**src/design/gsfp_pkg.sv**
```systemverilog
package gsfp_pkg;

    localparam logic [7:0] START_BYTE_0   = 8'h42;
    localparam logic [7:0] START_BYTE_1   = 8'h4D;
    localparam logic [7:0] FRAME_LENGTH   = 8'h08;
    localparam logic [7:0] GAS_TYPE_RESET = 8'h14;

    // position of the next byte expected inside a frame
    localparam logic [3:0] POS_MARK     = 4'd1;
    localparam logic [3:0] POS_LENGTH   = 4'd2;
    localparam logic [3:0] POS_GAS      = 4'd3;
    localparam logic [3:0] POS_SCALE    = 4'd5;
    localparam logic [3:0] POS_CONC_HI  = 4'd6;
    localparam logic [3:0] POS_CONC_LO  = 4'd7;
    localparam logic [3:0] POS_CHK_HI   = 4'd8;
    localparam logic [3:0] POS_CHK_LO   = 4'd9;
    localparam logic [3:0] POS_SUM_LAST = 4'd7;

    localparam logic [7:0] SCALE_MIN = 8'd1;
    localparam logic [7:0] SCALE_MAX = 8'd4;

    typedef enum logic [1:0] {
        ST_OK       = 2'd0,
        ST_CHECKSUM = 2'd1,
        ST_SCALE    = 2'd2
    } status_t;

endpackage

```
**src/design/gas_sensor_frame_parser.sv**
```systemverilog
// Channel   Direction  Handshake              Word
// in        input      in_valid / in_ready    rx_byte
// out       output     out_valid / out_ready  concentration, scale_exponent, frame_status
// cfg       input      cfg_valid / cfg_ready  cfg_data (expected gas type)
//
// One byte per cycle sustained while no result is stalled; a byte is held in an
// input register, parsed in the next cycle unless a stalled result holds it, and
// a frame result is loaded into the output register when the last checksum byte is parsed.
// Reset (rst_n low, asynchronous) puts the parser in hunt mode and the expected
// gas type to 0x14.
// A result held by out_ready low stalls only the byte that ends the next frame.
module gas_sensor_frame_parser (
    input  logic        clk,
    input  logic        rst_n,
    input  logic        in_valid,
    output logic        in_ready,
    input  logic [7:0]  rx_byte,
    output logic        out_valid,
    input  logic        out_ready,
    output logic [15:0] concentration,
    output logic [1:0]  scale_exponent,
    output logic [1:0]  frame_status,
    input  logic        cfg_valid,
    output logic        cfg_ready,
    input  logic [7:0]  cfg_data
);
    import gsfp_pkg::*;

    logic        byte_full_reg, byte_full_next;
    logic [7:0]  byte_reg;
    logic [7:0]  gas_type_reg;
    logic        hunting_reg, hunting_next;
    logic [3:0]  pos_reg, pos_next;
    logic [15:0] sum_reg, sum_next;
    logic [7:0]  scale_reg, scale_next;
    logic [15:0] value_reg, value_next;
    logic [7:0]  chk_hi_reg, chk_hi_next;
    logic        out_valid_reg, out_valid_next;
    logic [15:0] conc_reg, conc_next;
    logic [1:0]  expo_reg, expo_next;
    status_t     status_reg, status_next;

    logic        frame_end;
    logic        advance;
    logic        emit;
    logic [15:0] received;
    logic        scale_ok;

    assign frame_end = !hunting_reg && (pos_reg == POS_CHK_LO);
    assign advance   = byte_full_reg && (!frame_end || !out_valid_reg || out_ready);
    assign emit      = advance && frame_end;
    assign in_ready  = !byte_full_reg || advance;
    assign cfg_ready = 1'b1;

    assign received = {chk_hi_reg, byte_reg};
    assign scale_ok = (scale_reg >= SCALE_MIN) && (scale_reg <= SCALE_MAX);

    always_comb
    begin
        byte_full_next = byte_full_reg;
        if (in_valid && in_ready)
        begin
            byte_full_next = 1'b1;
        end
        else if (advance)
        begin
            byte_full_next = 1'b0;
        end
    end

    always_comb
    begin
        hunting_next = hunting_reg;
        pos_next     = pos_reg;
        sum_next     = sum_reg;
        scale_next   = scale_reg;
        value_next   = value_reg;
        chk_hi_next  = chk_hi_reg;
        if (advance)
        begin
            if (hunting_reg)
            begin
                if (byte_reg == START_BYTE_0)
                begin
                    hunting_next = 1'b0;
                    pos_next     = POS_MARK;
                    sum_next     = {8'd0, byte_reg};
                end
            end
            else
            begin
                pos_next = pos_reg + 4'd1;
                if (pos_reg <= POS_SUM_LAST)
                begin
                    sum_next = sum_reg + {8'd0, byte_reg};
                end
                unique case (pos_reg)
                    POS_MARK:
                    begin
                        if (byte_reg != START_BYTE_1)
                        begin
                            hunting_next = 1'b1;
                        end
                    end
                    POS_LENGTH:
                    begin
                        if (byte_reg != FRAME_LENGTH)
                        begin
                            hunting_next = 1'b1;
                        end
                    end
                    POS_GAS:
                    begin
                        if (byte_reg != gas_type_reg)
                        begin
                            hunting_next = 1'b1;
                        end
                    end
                    POS_SCALE:   scale_next  = byte_reg;
                    POS_CONC_HI: value_next  = {byte_reg, 8'd0};
                    POS_CONC_LO: value_next  = {value_reg[15:8], byte_reg};
                    POS_CHK_HI:  chk_hi_next = byte_reg;
                    POS_CHK_LO:  hunting_next = 1'b1;
                    default:     ;
                endcase
            end
        end
    end

    always_comb
    begin
        out_valid_next = out_valid_reg;
        conc_next      = conc_reg;
        expo_next      = expo_reg;
        status_next    = status_reg;
        if (emit)
        begin
            out_valid_next = 1'b1;
            conc_next      = 16'd0;
            expo_next      = 2'd0;
            priority if (received != sum_reg)
            begin
                status_next = ST_CHECKSUM;
            end
            else if (!scale_ok)
            begin
                status_next = ST_SCALE;
            end
            else
            begin
                status_next = ST_OK;
                conc_next   = value_reg;
                expo_next   = scale_reg[1:0] - 2'd1;
            end
        end
        else if (out_ready)
        begin
            out_valid_next = 1'b0;
        end
    end

    always_ff @(posedge clk or negedge rst_n)
    begin
        if (!rst_n)
        begin
            byte_full_reg <= 1'b0;
            gas_type_reg  <= GAS_TYPE_RESET;
            hunting_reg   <= 1'b1;
            pos_reg       <= 4'd0;
            sum_reg       <= 16'd0;
            scale_reg     <= 8'd0;
            value_reg     <= 16'd0;
            chk_hi_reg    <= 8'd0;
            out_valid_reg <= 1'b0;
        end
        else
        begin
            byte_full_reg <= byte_full_next;
            if (cfg_valid && cfg_ready)
            begin
                gas_type_reg <= cfg_data;
            end
            hunting_reg   <= hunting_next;
            pos_reg       <= hunting_next ? 4'd0 : pos_next;
            sum_reg       <= sum_next;
            scale_reg     <= scale_next;
            value_reg     <= value_next;
            chk_hi_reg    <= chk_hi_next;
            out_valid_reg <= out_valid_next;
        end
    end

    // payload registers, no reset
    always_ff @(posedge clk)
    begin
        if (in_valid && in_ready)
        begin
            byte_reg <= rx_byte;
        end
        conc_reg   <= conc_next;
        expo_reg   <= expo_next;
        status_reg <= status_next;
    end

    assign out_valid      = out_valid_reg;
    assign concentration  = conc_reg;
    assign scale_exponent = expo_reg;
    assign frame_status   = status_reg;

endmodule

```
**config.mk**
```make
export PLATFORM = sky130hd
export DESIGN_NAME = gas_sensor_frame_parser
export DESIGN_NICKNAME = d
export VERILOG_FILES = /design/src/design/gsfp_pkg.sv /design/src/design/gas_sensor_frame_parser.sv
export SDC_FILE = /design/constraint.sdc
export NUM_CORES = 1
export LEC_CHECK = 0
export BUFFER_PORTS_ARGS = -buffer_cell sky130_fd_sc_hd__buf_2
export CAP_MARGIN = 30
export CORE_ASPECT_RATIO = 2
export CORE_MARGIN = 4
export CORE_UTILIZATION = 23
export DETAILED_ROUTE_END_ITERATION = 10
export HOLD_SLACK_MARGIN = 0.02
export PLACE_DENSITY = 0.41
export SETUP_SLACK_MARGIN = 0.3
export SKIP_LAST_GASP = 1
export SYNTH_ARGS = -nofsm -noshare
export SYNTH_HDL_FRONTEND = slang
export SYNTH_SLANG_ARGS = --single-unit
```
**constraint.sdc**
```tcl
create_clock -name clk -period 6.5 [get_ports clk]
set_input_delay 0.975 -clock clk [delete_from_list [all_inputs] [get_ports clk]]
set_output_delay 0.975 -clock clk [all_outputs]
set_load 0.02 [all_outputs]
```
== After elaboration in Yosys (flattened, before gate mapping) ==
Cells that the tools add are included.
Storage, ports and cells
  bits in registers: 91
  latch bits: 0
  memory bits (writable): 0
  bits in read-only memories: 0
  output and inout port bits: 23
  word-level logic and storage cells: 82
  memories: 0
Cells by class
  add/sub/neg operators: 3
  multipliers: 0
  div/mod/pow operators: 0
  order comparisons: 3
  equality and inequality tests: 15
  shift operators: 0
  multiplexer cells: 20
  bitwise operators: 3
  reduce and logical (&&, ||, !) cells: 24
Operator list (count)
  2-to-1 mux 16 bit: 3
  case mux 16 bit (2 select lines): 1
  adder 16 x 8 -> 16 bit: 1
  2-to-1 mux 4 bit: 4
  inequality test 16 bit: 1
  equality test 4 x 3 -> 1 bit (second input constant): 3
  AND reduction 3 bit: 4
  2-to-1 mux 1 bit: 10
  nonzero test 2 bit: 5
  equality test 4 x 2 -> 1 bit (second input constant): 2
  equality test 4 bit (second input constant): 2
  equality test 8 x 7 -> 1 bit (second input constant): 1
  >= comparator 8 x 1 -> 1 bit (second input constant): 1
  less-or-equal comparator 8 x 3 -> 1 bit (second input constant): 1
  inequality test 8 x 4 -> 1 bit (second input constant): 1
  inequality test 8 x 7 -> 1 bit (second input constant): 1
  inequality test 8 bit: 1
  logical AND 1 bit: 5
  adder 4 x 1 -> 4 bit (second input constant): 1
  equality test 4 x 1 -> 1 bit (second input constant): 1
  less-or-equal comparator 4 x 3 -> 1 bit (second input constant): 1
  zero test 1 bit: 4
  case mux 1 bit (4 select lines): 1
  AND reduction 4 bit: 1
  8 further kinds: 12

== Logic depth before layout (Yosys ltp) ==
Gate-level depths: netlist (run 1).
  depth after elaboration: 9
  mapped depth: 9
  depth with buffers taken out: 9

== Worst setup path before layout (run 1) ==
No wires, ideal clock.
  kind: input to register
  from: input out_ready
  to: register conc_reg[0], in the netlist concentration[0], enable pin
  library setup time: 0.397 ns
  data arrival time: 2.168 ns
  setup slack: 3.935 ns
  cell stages on the path: 3
  buffers on the path: 0
  cells stage by stage: nand2b_1 o21ai_0 nor2_1
On the way
  word-level cells in the longest chain between the ends: 3
Ends and longest elaborated chain
  start: declaration: line gas_sensor_frame_parser.sv:19  | input logic out_ready,
  logical OR 1 bit: line gas_sensor_frame_parser.sv:50  | assign advance = byte_full_reg && (!frame_end || !out_valid_reg || out_ready);
  logical AND 1 bit: line gas_sensor_frame_parser.sv:50
  logical AND 1 bit: line gas_sensor_frame_parser.sv:51  | assign emit = advance && frame_end;
  named net emit: line gas_sensor_frame_parser.sv:45  | logic emit;
  end signal: assignment: line gas_sensor_frame_parser.sv:200  | conc_reg <= conc_next;
  end: declaration: line gas_sensor_frame_parser.sv:39  | logic [15:0] conc_reg, conc_next;
The timed path passes the listed nets, and every way through them passes these cells.
A chain may end at the register's enable or synchronous reset.

== Final worst setup path (run 1) ==
  from: register byte_reg[5]
  to: register conc_reg[1], in the netlist concentration[1] (data pin)
On the way
  word-level cells in the longest chain between the ends: 2
Ends and longest elaborated chain
  start: declaration: line gas_sensor_frame_parser.sv:30  | logic [7:0] byte_reg;
  start signal: assignment: line gas_sensor_frame_parser.sv:198  | byte_reg <= rx_byte;
  inequality test 16 bit: line gas_sensor_frame_parser.sv:141  | priority if (received != sum_reg)
  OR reduction 2 bit (no source line)
No other way between the ends.

==> flow_summary_export.csv, run 1 <==
group,metric,value,unit
clock_network,postCtsResizedCells,0,
logic_synthesis,synth.distinct_cells,63,
sta,setup_ws,3.37,ns
logic_synthesis,synth_flop_cell,"dfrtp_1",
global_routing,gr-total-overflow,0,
clock_network,cts_tree,"built",
drt,drt_iter0_markers,86,
floorplanning,die_x,107,µm
power,power.leakage,2.11,nW
global_routing,grt_max_degree,64,
sta,relSlewSlack,0.419,
logic_synthesis,ys_seq_area_frac,0.540,
logic_synthesis,async_flop_share,0.692,
clock_network,cts_sinks,91,
sta,drv_slew,0,
drt,antenna_left,0,
critical_path,endpoint_kind,"register",
clock_network,clk_latency,0.35,ns
critical_path,arrival,3.34,ns
logic_synthesis,synth_compound_gate_area_share,0.119,
placement,gp_congestion,0.852,
logic_synthesis,synth_top_area_frac,0.335,
logic_synthesis,syn_inst,385,
drt,routed_wl,11000,µm
drt,vias,3061,
clock_network,post-cts-setup-buffers,0,
global_routing,grt_pass1_vias,3107,
clock_network,cts_max_level,3,
layout,nets,463,
global_routing,grt_usage,0.106,
clock_network,clock_path_buffers,2,
critical_path,worstSetupStartpointType,"register",
clock_network,root_buffer,"clkbuf_16",
power,ir_drop,0.0958,mV
drt,via_per_inst,4.44,
power,power_density,263,nW/µm²
logic_synthesis,synth_top_family_by_area,"simple AND/OR/NAND/NOR gates",
run,max_cap_viol_count,0,
layout,syn2layout_area_growth,17.1,%
global_routing,antenna_found_initial,0,
critical_path,crit_required,6.71,ns
status,status,"complete, no violations",
logic_synthesis,synthAdderAreaFrac,0.0463,
floorplanning,core,19300,µm²
critical_path,max_stage_delay,0.67,ns
drt,drc,0,
logic_synthesis,synth-xor-area-share,0.0332,
clock_network,cts_made_buffers,9,
clock_network,cts.clk_slew.worst_paths,0.06,ns
logic_synthesis,yosysWarnings,0,
logic_synthesis,syn_area,4480,µm²
sta,post-route-period-util,0.482,
drt,avgRoutedWirePerCell,16.0,µm
floorplanning,initial_core_util,0.233,
placement,place_hpwl,8470,µm
floorplanning,rows,72,
logic_synthesis,synth_top_cell_by_area,"dfrtp_1",
sta,report.final.hold_viol_count,0,
layout,drive_gt1_frac,0.230,
critical_path,crit_family,"simple AND/OR/NAND/NOR gates",
floorplanning,pin_count,44,
logic_synthesis,ys_ff_latch,91,
logic_synthesis,synth_nets,422,
critical_path,path_cells,"ha_1 > nor4_1 > nand4_1 > or4_4 > nor4_4 > and2_1",
logic_synthesis,synth_edf_count,28,
sta,setup_viol,0,
sta,tightest_slew,0.872,ns
placement,place_ws,3.32,ns
sta,tns,0,ns
critical_path,crit_type,"register to register",
critical_path,cp_num_buf_inv,0,
logic_synthesis,yosys-top-cells-area,"dfrtp_1 (33%), edfxtp_1 (19%), mux2_2 (6.5%)",
sta,period_needed,3.13,ns
sta,max_freq,319,MHz
placement,io_buffers,42,
logic_synthesis,synth_common_cells,"dfrtp_1 (60), nand2_1 (30), edfxtp_1 (28)",
clock_network,hold_buffers,0,
logic_synthesis,synthSimpleGateAreaFrac,0.159,
critical_path,cpMaxStageDelayCell,"nor4_4",
logic_synthesis,syn-mean-instance-area,11.6,µm²
sta,rsz0062_at_grt,"no",
global_routing,grt_pass1_wl,17500,µm
floorplanning,die_h,205,µm
hold_path,min-delay-path-class,"register to register",
drt,firstDrtPassIters,4,
floorplanning,dieArea,21900,µm²
sta,clock_skew,0.00770,ns
logic_synthesis,yosysMostFrequentCell,"dfrtp_1",
critical_path,cp_max_fo,18,
logic_synthesis,synthMuxAreaShare,0.0742,
layout,num_antenna_cells,0,
==> placed cells by master (no fill, tap or decap), types with 4 or more instances in the layout <==
master,instances
or3_1,4
a22o_1,10
nor3_1,5
nand2_1,30
ha_1,15
mux2i_1,4
nor2_1,20
and2_1,20
nand3_1,4
mux2_2,26
dfrtp_1,60
xor2_1,6
buf_2,43
nand2b_1,7
clkbuf_16,9
edfxtp_1,28
a21oi_1,15
inv_1,11
nand4_1,5
nor2b_1,4
xnor2_1,11
o21ai_0,23
==> layer usage <==
| layer | vias to the layer above | global-route usage | wire (µm) |
|---|---|---|---|
| met4 | 0 | 0.0636 | 478 |
| met3 | 25 | 0.0195 | 292 |
| li1 | 1488 | - | - |
| met5 | - | 0 | 0 |
| met2 | 58 | 0.190 | 6060 |
| met1 | 1490 | 0.113 | 4190 |
==> metrics by stage <==
| step | utilization | cells | hold WS (ns) | total power [mW] | cell area (µm²) |
|---|---|---|---|---|---|
| detailed placement | 0.258 | 674 | 0.465 | 0.898 | 4970 |
| global placement | 0.257 | 672 | 0.457 | 0.894 | 4950 |
| finish | 0.272 | 690 | 0.475 | 1.38 | 5250 |
| global route | 0.272 | 690 | 0.493 | 1.46 | 5250 |
| CTS | 0.272 | 690 | 0.480 | 1.40 | 5250 |
| floorplan | - | 385 | 0.441 | 0.826 | 4480 |
==> cells by family (layout without fill, tap and decap cells) <==
group,after synthesis,after routing
compound gates,78,78
flops,91,91
xor+xnor,17,17
buf+inv,27,73
fa+ha+maj,16,16
simple gates,125,125
mux,30,30
other cells,1,1
==> worst paths after layout <==
kind,end,slack [ns],cells after the start,from
worst max register to register,concentration[1],3.37,6,byte_reg[5]
worst min register to register,value_reg[9],0.48,2,value_reg[9]
max in group asynchronous,scale_reg[1],5.11,2,rst_n
worst min-delay path,value_reg[9],0.48,2,value_reg[9]
worst max-delay path,concentration[1],3.37,6,byte_reg[5]
min in group asynchronous,gas_type_reg[3],0.80,2,rst_n
==> cell type report <==
class	instances	area, µm²
Tap cell	259	324
Fill cell	2065	14000
Timing Repair Buffer	46	245
Multi-Input combinational cell	267	1940
Inverter	11	41.3
Sequential cell	91	2420
Clock inverter	6	46.3
Clock buffer	10	229
==> worst register-to-register path: cells and delay by family, from the launching register on <==
| family | cells | cell delay, ns |
|---|---|---|
| adders and majority gates | 1 | 0.43 |
| DFF | 1 | 0.58 |
| and+or+nand+nor | 5 | 2.00 |
==> power breakdown <==
group | internal, mW | total (mW) | switching [mW]
clock | 0.264 | 0.492 | 0.228
combinational | 0.0946 | 0.222 | 0.127
sequential | 0.623 | 0.666 | 0.0423
(Power assumes the default switching activity.)
==> run 2: changes to the inputs <==
==> constraint.sdc (replaced) <==
create_clock -name clk -period 2.9 [get_ports clk]
set_input_delay 0.435 -clock clk [delete_from_list [all_inputs] [get_ports clk]]
set_output_delay 0.435 -clock clk [all_outputs]
set_load 0.02 [all_outputs]
==> flow_summary_export.csv, run 2 (synthesis results as in run 1) <==
group,metric,value,unit
sta,setup_viol,0,
clock_network,cts_sinks,91,
global_routing,grt_usage,0.107,
clock_network,post-cts-setup-buffers,0,
drt,avgRoutedWirePerCell,15.9,µm
drt,drc,0,
sta,max_freq,400,MHz
clock_network,cts.clk_slew.worst_paths,0.07,ns
layout,num_antenna_cells,0,
critical_path,worstSetupStartpointType,"register",
clock_network,root_buffer,"clkbuf_16",
global_routing,grt_pass1_wl,17700,µm
sta,post-route-period-util,0.863,
drt,routed_wl,11200,µm
critical_path,reg2reg_to,"concentration[0]",
clock_network,cts_max_level,3,
critical_path,max_stage_delay,0.55,ns
critical_path,endpoint_kind,"register",
sta,report.final.hold_viol_count,0,
sta,tightest_slew,0.669,ns
drt,antenna_left,0,
sta,period_needed,2.50,ns
layout,nets,478,
critical_path,path_cells,"ha_4 > nor4_2 > nand4_1 > or4_4 > nor4_4 > buf_12 > and2_1",
floorplanning,core,19300,µm²
floorplanning,initial_core_util,0.233,
global_routing,antenna_found_initial,0,
drt,firstDrtPassIters,4,
layout,layout.cells.most_common,"dfrtp_1",
sta,clock_skew,0.0111,ns
floorplanning,dieArea,21900,µm²
floorplanning,die_h,205,µm
critical_path,cp_max_fo,18,
drt,drt_iter0_markers,84,
power,finalPower,3.40,mW
clock_network,cts_tree,"built",
power,ir_drop,0.325,mV
hold_path,min-delay-path-class,"input pin to async pin",
critical_path,arrival,2.72,ns
sta,relSlewSlack,0.551,
layout,finalInstanceArea,5550,µm²
placement,gp_congestion,0.778,
sta,tns,0,ns
floorplanning,pin_count,44,
power,power.leakage,2.35,nW
layout,most-common-layout-cells,"dfrtp_1 (60), buf_2 (42), nand2_1 (30)",
layout,syn2layout_area_growth,23.8,%
floorplanning,rows,72,
sta,setup_ws,0.398,ns
status,status,"complete, no violations",
global_routing,grt_pass1_vias,3181,
drt,via_per_inst,4.43,
global_routing,grt_max_degree,64,
run,max_cap_viol_count,0,
placement,place_ws,0.131,ns
layout,drive_gt1_frac,0.287,
critical_path,reg2reg_depth,7,
power,power_density,613,nW/µm²
critical_path,crit_type,"register to register",
drt,vias,3125,
placement,place_hpwl,8440,µm
critical_path,rrSetupSlack,0.40,ns
sta,rsz0062_at_grt,"no",
critical_path,crit_family,"simple AND/OR/NAND/NOR gates",
clock_network,clk_latency,0.35,ns
critical_path,crit_required,3.11,ns
placement,dpl-instance-area,5110,µm²
critical_path,cpMaxStageDelayCell,"or4_4",
global_routing,gr-total-overflow,0,
clock_network,cts_made_buffers,9,
clock_network,hold_buffers,0,
floorplanning,die_x,107,µm
sta,drv_slew,0,
placement,io_buffers,42,
critical_path,cp_num_buf_inv,1,
clock_network,clock_path_buffers,2,
critical_path,regToRegStartpoint,"byte_reg[5]",
-- run 2: cell types whose count changed in the layout (fill, tap and decap cells not counted), sizes merged --
cell,before,now
buf,46,61
bufinv,0,2
clkbuf,10,9
clkinv,2,3
inv,15,13
-- run 2: how the worst max path moves through the flow --
stage | start | to | slack [ns] | cells after the start
after CTS | byte_reg[2] | sum_reg[12] | 0.29 | 7
after global placement | byte_reg[0] | scale_exponent[1] | 0.19 | 7
after detailed placement | byte_reg[0] | scale_exponent[1] | 0.13 | 7
final | byte_reg[5] | concentration[0] | 0.40 | 7
after global routing | pos_reg[0] | pos_reg[3] | 0.30 | 8
after floorplan | byte_reg[4] | concentration[5] | 0.42 | 7
-- run 2: layer usage --
layer	global-route usage	vias up	wire [µm]
met5	0	-	0
met4	0.0480	0	282
met3	0.0163	13	290
met2	0.205	44	6490
met1	0.112	1558	4170
li1	-	1510	-
-- run 2: layout make-up --
class | instances | area [µm²]
clock buffers | 9 | 225
fillers | 2067 | 13700
repair buffers | 61 | 385
inverters | 11 | 41.3
multi-input cells | 267 | 2050
flip-flops and latches | 91 | 2420
clock inverters | 7 | 100
well taps | 259 | 324
-- run 2: metrics by stage --
stage	cells	hold slack [ns]	util
floorplan	385	0.139	-
global placement	688	0.456	0.264
detailed placement	689	0.463	0.265
CTS	705	0.102	0.284
global route	705	0.120	0.288
finish	705	0.0901	0.288
-- run 2: what timing repair did --
action / in CTS / in global routing
gates resized for setup: 5 / 11
pin swaps: 1 / 1
setup endpoints to repair: 18 / 34
-- run 2: power breakdown --
group          switching [mW]  internal (mW)
combinational           0.349          0.295
sequential             0.0698           1.40
clock                   0.527          0.765
-- run 2: worst register-to-register path, stage by stage, from the launching register on --
cell and delay, ns:
edfxtp_1 0.45, ha_4 0.29, nor4_2 0.29, nand4_1 0.18, or4_4 0.55, nor4_4 0.31
buf_12 0.17, and2_1 0.13
